File: config.mk
export PLATFORM = sky130hd
export DESIGN_NAME = kdd_free_pool
export DESIGN_NICKNAME = d
export VERILOG_FILES = /design/src/design/kdd_pkg.sv /design/src/design/kdd_free_pool.sv
export SDC_FILE = /design/constraint.sdc
export NUM_CORES = 1
export LEC_CHECK = 0
export BUFFER_PORTS_ARGS = -buffer_cell sky130_fd_sc_hd__buf_4
export CORE_ASPECT_RATIO = 1.4
export CORE_MARGIN = 5
export CORE_UTILIZATION = 59
export DETAILED_ROUTE_END_ITERATION = 8
export PLACE_DENSITY = 0.73
export SYNTH_ARGS = -nofsm -noshare
export SYNTH_HDL_FRONTEND = slang
export SYNTH_SLANG_ARGS = --single-unit
export TNS_END_PERCENT = 1
File: constraint.sdc
create_clock -name aclk -period 4.3 [get_ports aclk]
set_input_delay 0.645 -clock aclk [delete_from_list [all_inputs] [get_ports aclk]]
set_output_delay 0.645 -clock aclk [all_outputs]
set_load 0.03 [all_outputs]
File: src/design/kdd_pkg.sv
package kdd_pkg;

    // record field widths
    localparam int KEY_W = 31;
    localparam int PAY_W = 32;

    // stream widths, padded to whole bytes
    localparam int IN_W  = 72;
    localparam int OUT_W = 136;

    // operation codes
    localparam logic [2:0] FUNC_PUSH      = 3'd0;
    localparam logic [2:0] FUNC_POP_FRONT = 3'd1;
    localparam logic [2:0] FUNC_POP_BACK  = 3'd2;
    localparam logic [2:0] FUNC_DELETE    = 3'd3;
    localparam logic [2:0] FUNC_QUERY     = 3'd4;

    // result status codes
    localparam logic [1:0] STAT_OK        = 2'd0;
    localparam logic [1:0] STAT_FULL      = 2'd1;
    localparam logic [1:0] STAT_EMPTY     = 2'd2;
    localparam logic [1:0] STAT_NOT_FOUND = 2'd3;

endpackage

File: src/design/kdd_free_pool.sv
module kdd_free_pool #(
    parameter int DEPTH = 64,
    localparam int AW = $clog2(DEPTH),
    localparam int CW = $clog2(DEPTH + 1)
) (
    input  logic          aclk,
    input  logic          aresetn,
    input  logic          alloc_req,
    input  logic          free_req,
    input  logic [AW-1:0] free_slot,
    output logic [AW-1:0] alloc_slot   // valid the cycle after alloc_req
);
    import kdd_pkg::*;

    // freed slots on a stack; never-used slots come from a fill count
    logic [AW-1:0] stack_mem [DEPTH];
    logic [AW-1:0] stack_q;

    logic [CW-1:0] free_cnt_reg, free_cnt_next;
    logic [CW-1:0] fresh_cnt_reg, fresh_cnt_next;
    logic          use_stack_reg, use_stack_next;
    logic [AW-1:0] fresh_slot_reg, fresh_slot_next;
    logic [CW-1:0] top_cnt;
    logic [AW-1:0] top_idx;

    assign top_cnt = free_cnt_reg - CW'(1);
    assign top_idx = top_cnt[AW-1:0];

    always_comb begin
        free_cnt_next   = free_cnt_reg;
        fresh_cnt_next  = fresh_cnt_reg;
        use_stack_next  = use_stack_reg;
        fresh_slot_next = fresh_slot_reg;
        if (alloc_req) begin
            if (free_cnt_reg != '0) begin
                use_stack_next = 1'b1;
                free_cnt_next  = top_cnt;
            end else begin
                use_stack_next  = 1'b0;
                fresh_slot_next = fresh_cnt_reg[AW-1:0];
                fresh_cnt_next  = fresh_cnt_reg + CW'(1);
            end
        end else if (free_req) begin
            free_cnt_next = free_cnt_reg + CW'(1);
        end
    end

    always_ff @(posedge aclk) begin
        if (!aresetn) begin
            free_cnt_reg  <= '0;
            fresh_cnt_reg <= '0;
            use_stack_reg <= 1'b0;
        end else begin
            free_cnt_reg  <= free_cnt_next;
            fresh_cnt_reg <= fresh_cnt_next;
            use_stack_reg <= use_stack_next;
        end
        fresh_slot_reg <= fresh_slot_next;
    end

    always_ff @(posedge aclk) begin
        if (free_req) begin
            stack_mem[free_cnt_reg[AW-1:0]] <= free_slot;
        end
        if (alloc_req) begin
            stack_q <= stack_mem[top_idx];
        end
    end

    assign alloc_slot = use_stack_reg ? stack_q : fresh_slot_reg;

endmodule

-- After elaboration in Yosys (flattened, before gate mapping)
Memory sizes are Yosys's and may differ from the RTL's. A register that Yosys moved wholly into a read port is not among the register bits.
Cells that the tools add are included.
- register bits: 21
- bits in latches: 0
- RAM bits: 384
- bits in read-only memories: 0
- input port bits: 10
- memories kept: 1
- add/sub/neg operators: 3
- multiply operators: 0
- div/mod/pow operators: 0
- $lt $le $gt $ge: 0
- equality and inequality tests: 1
- shift-type cells: 0
- muxes and demuxes: 7
- bitwise operators: 1
- reductions and logical operators: 4
- memory list (memory ; depth ; width ; read ports ; clocked after memory_dff ; write ports ; line ; source):
    stack_mem ; 64 ; 6 ; 1 ; 1 ; 1 ; kdd_free_pool.sv:16 ; logic [AW-1:0] stack_mem [DEPTH];
- operators by type and width (operator ; count):
    $mux W7 ; 3
    $add A7 B1 Y7 const B ; 2
    $reduce_bool A7 Y1 ; 1
    $sub A7 B1 Y7 const B ; 1
    $mux W6 ; 1
    $reduce_and A2 Y1 ; 2
    $mux W1 ; 3
    $ne A2 B1 Y1 const B ; 1
    $reduce_bool A2 Y1 ; 1
    $not A1 Y1 ; 1

-- Depth between registers and ports, before layout
Gate-level depths: netlist (run 1).
- depth in word-level cells: 3
- mapped depth: 13

-- Worst setup path before layout (run 1)
Ideal clock, no wire load.
- path kind: reg2reg
- start point: register free_cnt_reg[0]
- end point: register stack_q[2] (read register of stack_mem) (data pin)
- setup time: 265 ps
- arrival time: 2805 ps
- required time: 4035 ps
- setup slack: 1229 ps
- stages on the path, launching flop included: 13
- buffers on the path: 5
- clock period less this slack: 3071 ps
- path through: dfxtp_1 buf_2 buf_6 buf_2 inv_2 ha_1 buf_4 xor2_4 buf_6 mux4_2 mux2_2 o211ai_1 o32ai_1
- word-level cells in the longest chain between the ends: 1
- ends and longest elaborated chain (what ; line ; source):
    start: declaration ; kdd_free_pool.sv:19 ; logic [CW-1:0] free_cnt_reg, free_cnt_next;
    start signal: assignment ; kdd_free_pool.sv:54 ; free_cnt_reg <= free_cnt_next;
    $sub A7 B1 Y7 ; kdd_free_pool.sv:26 ; assign top_cnt = free_cnt_reg - CW'(1);
    end: declaration ; kdd_free_pool.sv:17 ; logic [AW-1:0] stack_q;
No other way between the ends.
A chain may end at the register's enable or synchronous reset.

-- Final worst setup path (run 1)
- start point: register free_cnt_reg[1]
- end point: register stack_q[4] (read register of stack_mem) (data pin)
The elaborated chain is that of the path after synthesis.

==> metrics, run 1 <==
synth warn=0; CP endpoint kind=flop; root buffer cell=clkbuf_16; register clock-pin slew on the reported worst setup and hold paths=0.06 ns; critical path type=reg2reg; gr usage total=0.217; Req. time, crit path=approximately 4.6 ns; synth unique cells=42; layout cell share with drive strength beyond 1=0.213; Die Span X=between 150 and 200 um; max reg flops=384; worst slew pin tran=roughly 1.1 ns; Initial DRC Count=690; Die Area=0.0313 mm2; status=finished clean; post-synthesis net count=910; net count reported at finish=928; n_diodes=0; period utilisation layout=0.746; buffers from clock root to sink, at most=3; worst-skew pair later-pin latency=0.53 ns; CTS tree=yes; Worst R2R Path Depth=7; final RePlAce weighted congestion=0.862; Initial Utilization=0.595; final worst path period need=3.21 ns; max-cap viol count=0; Core Footprint=0.0276 mm2; RSZ-0062 raised after global routing=false; worst-path maximum fanout=21; clock skew=0.0203 ns; Top Usage Layer GRT=met2; antenna viol nets, final=0; Resized cells post-CTS=0; Reg power frac=0.380; Synth top area share=0.725; P_int=8.42 mW; CTS sink count=410; Lkg Pwr=5.63 nW; final core utilization=0.656; Core Rows=72; Fillers=1,886; CTS H-tree depth=2; global-route wire length before repair=50.2 mm; initial antenna violation count=1; number of global-route vias before repair=between 8,000 and 9,000; net switching power=4.12 mW; Area Overhead vs Synth=10.2%; Hold-fix buffers, CTS=0; area leader, netlist=edfxtp_1; number of remaining DRC errors=0; clock share of power=0.257; leading post-synthesis cells by cell area=edfxtp_1 73%, mux4_2 13%, nor2_1 2.7%; overall power=roughly 13 mW; Routed Wire Length=32.9 mm; endpoints failing hold=0; final instance area=0.0181 mm2; wire per inst=25.0 um; Comb power frac=0.363; Ports=16; Via Count=8,075; DIE HEIGHT=approximately 210 um; number of vias per cell=6.15; Most used DFF post-synth=edfxtp_1; Cells after Synth=897; Sw Ratio=0.328; register area share after synthesis=0.742; TritonCTS Buffers=37; EDFF count, synth=approximately 400; first-pass iteration count of the detailed router=5; Setup violations, final=0; most common cell after layout, fill and taps aside=edfxtp_1; global routing usage on met1=0.282; Syn Area/Cell=18.3 um2; most frequent cells in the layout=396 x edfxtp_1, 120 x nor2_1, 96 x mux4_2, 56 x nand2_1, 39 x clkbuf_16; Hold Crit Class=in2reg; total gr overflow=0; met3 usage=0.0400; post-CTS setup buffers=0; DP Wirelength=21.1 mm; ys async rst share=0; Max VDD drop=0.371 mV; FF+latch count, synth=410; max-slew violation count=0; Synth Cell Area=0.0164 mm2; max_slew headroom=0.283; largest net degree at the start of global routing=65; CP Launch Type=flop; fmax=just over 0.3 GHz; global-route met2 utilization=0.372; PD cells=694 mW/mm2; # port buffers=15; worst path arrival time=between 3 and 4 ns; hold path depth=2; Cell Area, Placed=0.0169 mm2; worst hold margin=0.346 ns; setup_tns=0 ns
-- cell type report --
type	count	area [um2]	area share
flip-flops and latches	410	12200	0.674
multi-input cells	425	3960	0.219
clock buffers	53	1030	0.0569
well taps	370	463	0.0256
repair buffers	34	268	0.0148
clock inverters	13	158	0.00872
inverters	7	26.3	0.00145
-- critical path, cell delays in order (launching register included) --
cell and delay, ns:
dfxtp_1 0.60, inv_1 0.22, ha_4 0.27, xor2_4 0.68, mux4_2 0.60, mux2_2 0.27, o211ai_1 0.19, o32ai_1 0.10
-- power groups by stage --
stage / combinational [mW] / sequential, mW / clock [mW]
6_report: 4.55 / 4.77 / 3.22
5_1_grt: 4.89 / 4.79 / 3.45
4_1_cts: 4.59 / 4.77 / 3.28
3_5_place_dp: 4.57 / 4.85 / 0
3_3_place_gp: 4.54 / 4.84 / 0
2_1_floorplan: 3.39 / 4.73 / 0
-- path summary, 6_finish.rpt --
| path | from | end | slack (ns) |
|---|---|---|---|
| max | free_cnt_reg[1] | stack_q[4] | 1.09 |
| min reg2reg | fresh_cnt_reg[5] | fresh_slot_reg[5] | 0.46 |
| max reg2reg | free_cnt_reg[1] | stack_q[4] | 1.09 |
| min | aresetn | free_cnt_reg[2] | 0.35 |
-- routing by layer --
layer | vias to the layer above | part of all wire
met5 | - | 0.00033
met3 | 61 | 0.062
met2 | 301 | 0.53
met1 | 4123 | 0.37
met4 | 2 | 0.029
li1 | 3588 | -
-- through the flow --
step	setup slack [ns]	instances
finish	1.09	1312
global placement	1.18	1246
floorplan	1.23	897
detailed placement	1.11	1246
global route	0.808	1312
CTS	1.07	1312
-- Yosys cell counts, types with 2 or more instances --
cell	number
nand2_1	56
nand2b_1	5
buf_4	3
or3_1	4
ha_1	3
nor3_2	2
or2_2	2
a31oi_1	2
o22ai_1	14
a21oi_1	5
nand3_1	21
xor2_1	6
o21ai_0	11
nor3_1	7
nand4_1	4
mux4_2	96
clkbuf_1	30
buf_6	3
xnor2_1	7
o32ai_1	6
nor2_1	120
inv_1	6
and3_1	2
mux2_2	13
and2_1	7
buf_2	18
nor2b_1	2
mux2i_1	2
dfxtp_1	14
a211oi_1	7
o211ai_1	13
edfxtp_1	396
-- logic make-up (layout without fill, tap and decap cells) --
kind of cell    Yosys count  after routing  synth area share
flops                   410            410             0.742
compound gates           64             64            0.0269
xor+xnor                 14             14           0.00862
simple gates            233            233            0.0603
mux                     111            111             0.142
fa+ha+maj                 3              3           0.00229
buf+inv                  62            107            0.0176
Power figures use the tool's default switching activity.
==> inputs of run 2 (changes only) <==
Settings changed: CORE_UTILIZATION 59 to 57, PLACE_DENSITY 0.73 to 0.74.
Clock period 4.3 ns to 2.79 ns, I/O delays scaled along.
==> metrics, run 2 (same netlist as run 1, synthesis figures left out) <==
status=finished clean; Initial Utilization=0.577; n_diodes=0; Cell Area, Placed=~0.017 mm2; net count reported at finish=966; PD cells=1070 mW/mm2; DIE HEIGHT=211 um; Multi-input gate area=0.00397 mm2; max-slew violation count=0; wire per inst=24.9 um; global-route wire length before repair=between 50 and 60 mm; final worst path period need=2.61 ns; CP Launch Type=flop; r2r startpoint=free_cnt_reg[0]; fmax=between 0.3 and 0.4 GHz; worst path arrival time=~2.9 ns; Setup violations, final=0; worst slack, placed=0.127 ns; CTS tree=yes; Via Count=8,290; largest net degree at the start of global routing=65; CTS H-tree depth=2; worst hold margin=0.126 ns; Crit. Startpoint=free_cnt_reg[0]; number of remaining DRC errors=0; Die Span X=153 um; Routed Wire Length=33.8 mm; # port buffers=15; gr usage total=0.215; worst-skew pair later-pin latency=0.53 ns; initial antenna violation count=0; Ports=16; Area Overhead vs Synth=12.6%; TritonCTS Buffers=36; first-pass iteration count of the detailed router=5; root buffer cell=clkbuf_16; endpoints failing hold=0; total gr overflow=0; Lkg Pwr=5.87 nW; most common cell after layout, fill and taps aside=edfxtp_1; RSZ-0062 raised after global routing=false; Core Footprint=around 0.028 mm2; HP Start=aresetn; worst slew pin tran=roughly 0.93 ns; Core Rows=73; total area of sequential cells=0.0122 mm2; final core utilization=0.650; Fillers=1,835; register clock-pin slew on the reported worst setup and hold paths=0.07 ns; clock skew=around 0.026 ns; Req. time, crit path=approximately 3.0 ns; number of vias per cell=just over 6; final setup margin=approximately 0.18 ns; CTS sink count=410; max-cap viol count=0; DP Wirelength=between 20 and 25 mm; Hold Crit Class=in2reg; layout cell share with drive strength beyond 1=0.246; Initial DRC Count=between 700 and 800; number of global-route vias before repair=roughly 8,700; Die Area=~0.032 mm2; most frequent cells in the layout=396 x edfxtp_1, 120 x nor2_1, 96 x mux4_2, 67 x buf_4, 56 x nand2_1; final RePlAce weighted congestion=0.902; CP endpoint kind=flop; max_slew headroom=0.379; antenna viol nets, final=0; final instance area=0.0185 mm2; critical path type=reg2reg; buffers from clock root to sink, at most=3; worst-path maximum fanout=18; max reg flops=384; Max VDD drop=0.888 mV; period utilisation layout=0.936
## run 2: cell type report
cell class	instances	share of cell area
Inverter	7	0.00183
Tap cell	375	0.0254
Timing Repair Buffer	73	0.0333
Clock inverter	15	0.0108
Sequential cell	410	0.660
Clock buffer	51	0.0541
Multi-Input combinational cell	425	0.215
## run 2: timing repair
item / CTS / global route
buffers inserted: 0 / 0
resized for setup: 0 / 2
hold buffers: 0 / 0
endpoints found under the setup margin: 0 / 4
## run 2: final timing paths
kind | to | cells past startpoint | slack [ns]
worst min-delay path | free_cnt_reg[2] | 2 | 0.13
worst min register to register | fresh_slot_reg[5] | 0 | 0.49
worst max-delay path | stack_q[0] | 8 | 0.18
worst max register to register | stack_q[0] | 8 | 0.18
## run 2: routing by layer
| layer | share of wire | routed length [um] | track usage | up-vias |
|---|---|---|---|---|
| li1 | - | - | - | 3664 |
| met1 | 0.38 | 13000 | 0.283 | 4222 |
| met2 | 0.52 | 17600 | 0.373 | 337 |
| met3 | 0.060 | 2030 | 0.0322 | 67 |
| met4 | 0.034 | 1140 | 0.0704 | 0 |
| met5 | 0 | 0 | 0 | - |
## run 2: power breakdown
| group | switching (mW) | internal (mW) |
|---|---|---|
| Clock | 2.08 | 2.97 |
| Combinational | 4.26 | 3.19 |
| Sequential | 0.175 | 7.11 |
| Total | 6.52 | 13.3 |
## run 2: per-stage QoR
step | cells | TNS [ns] | power (mW)
finish | 1356 | 0 | 19.8
CTS | 1356 | 0 | 19.9
global placement | 1290 | 0 | 14.8
detailed placement | 1290 | 0 | 14.8
global route | 1356 | 0 | 20.7
floorplan | 897 | -0.0757 | 12.6
## run 2: worst max-delay path, stage by stage, from the launching register on
cell and delay [ns]:
dfxtp_4 0.38, buf_4 0.27, buf_4 0.36, nor2_1 0.16
a2111oi_2 0.44, buf_4 0.22, o22ai_1 0.11, o211ai_1 0.23
o32ai_1 0.14
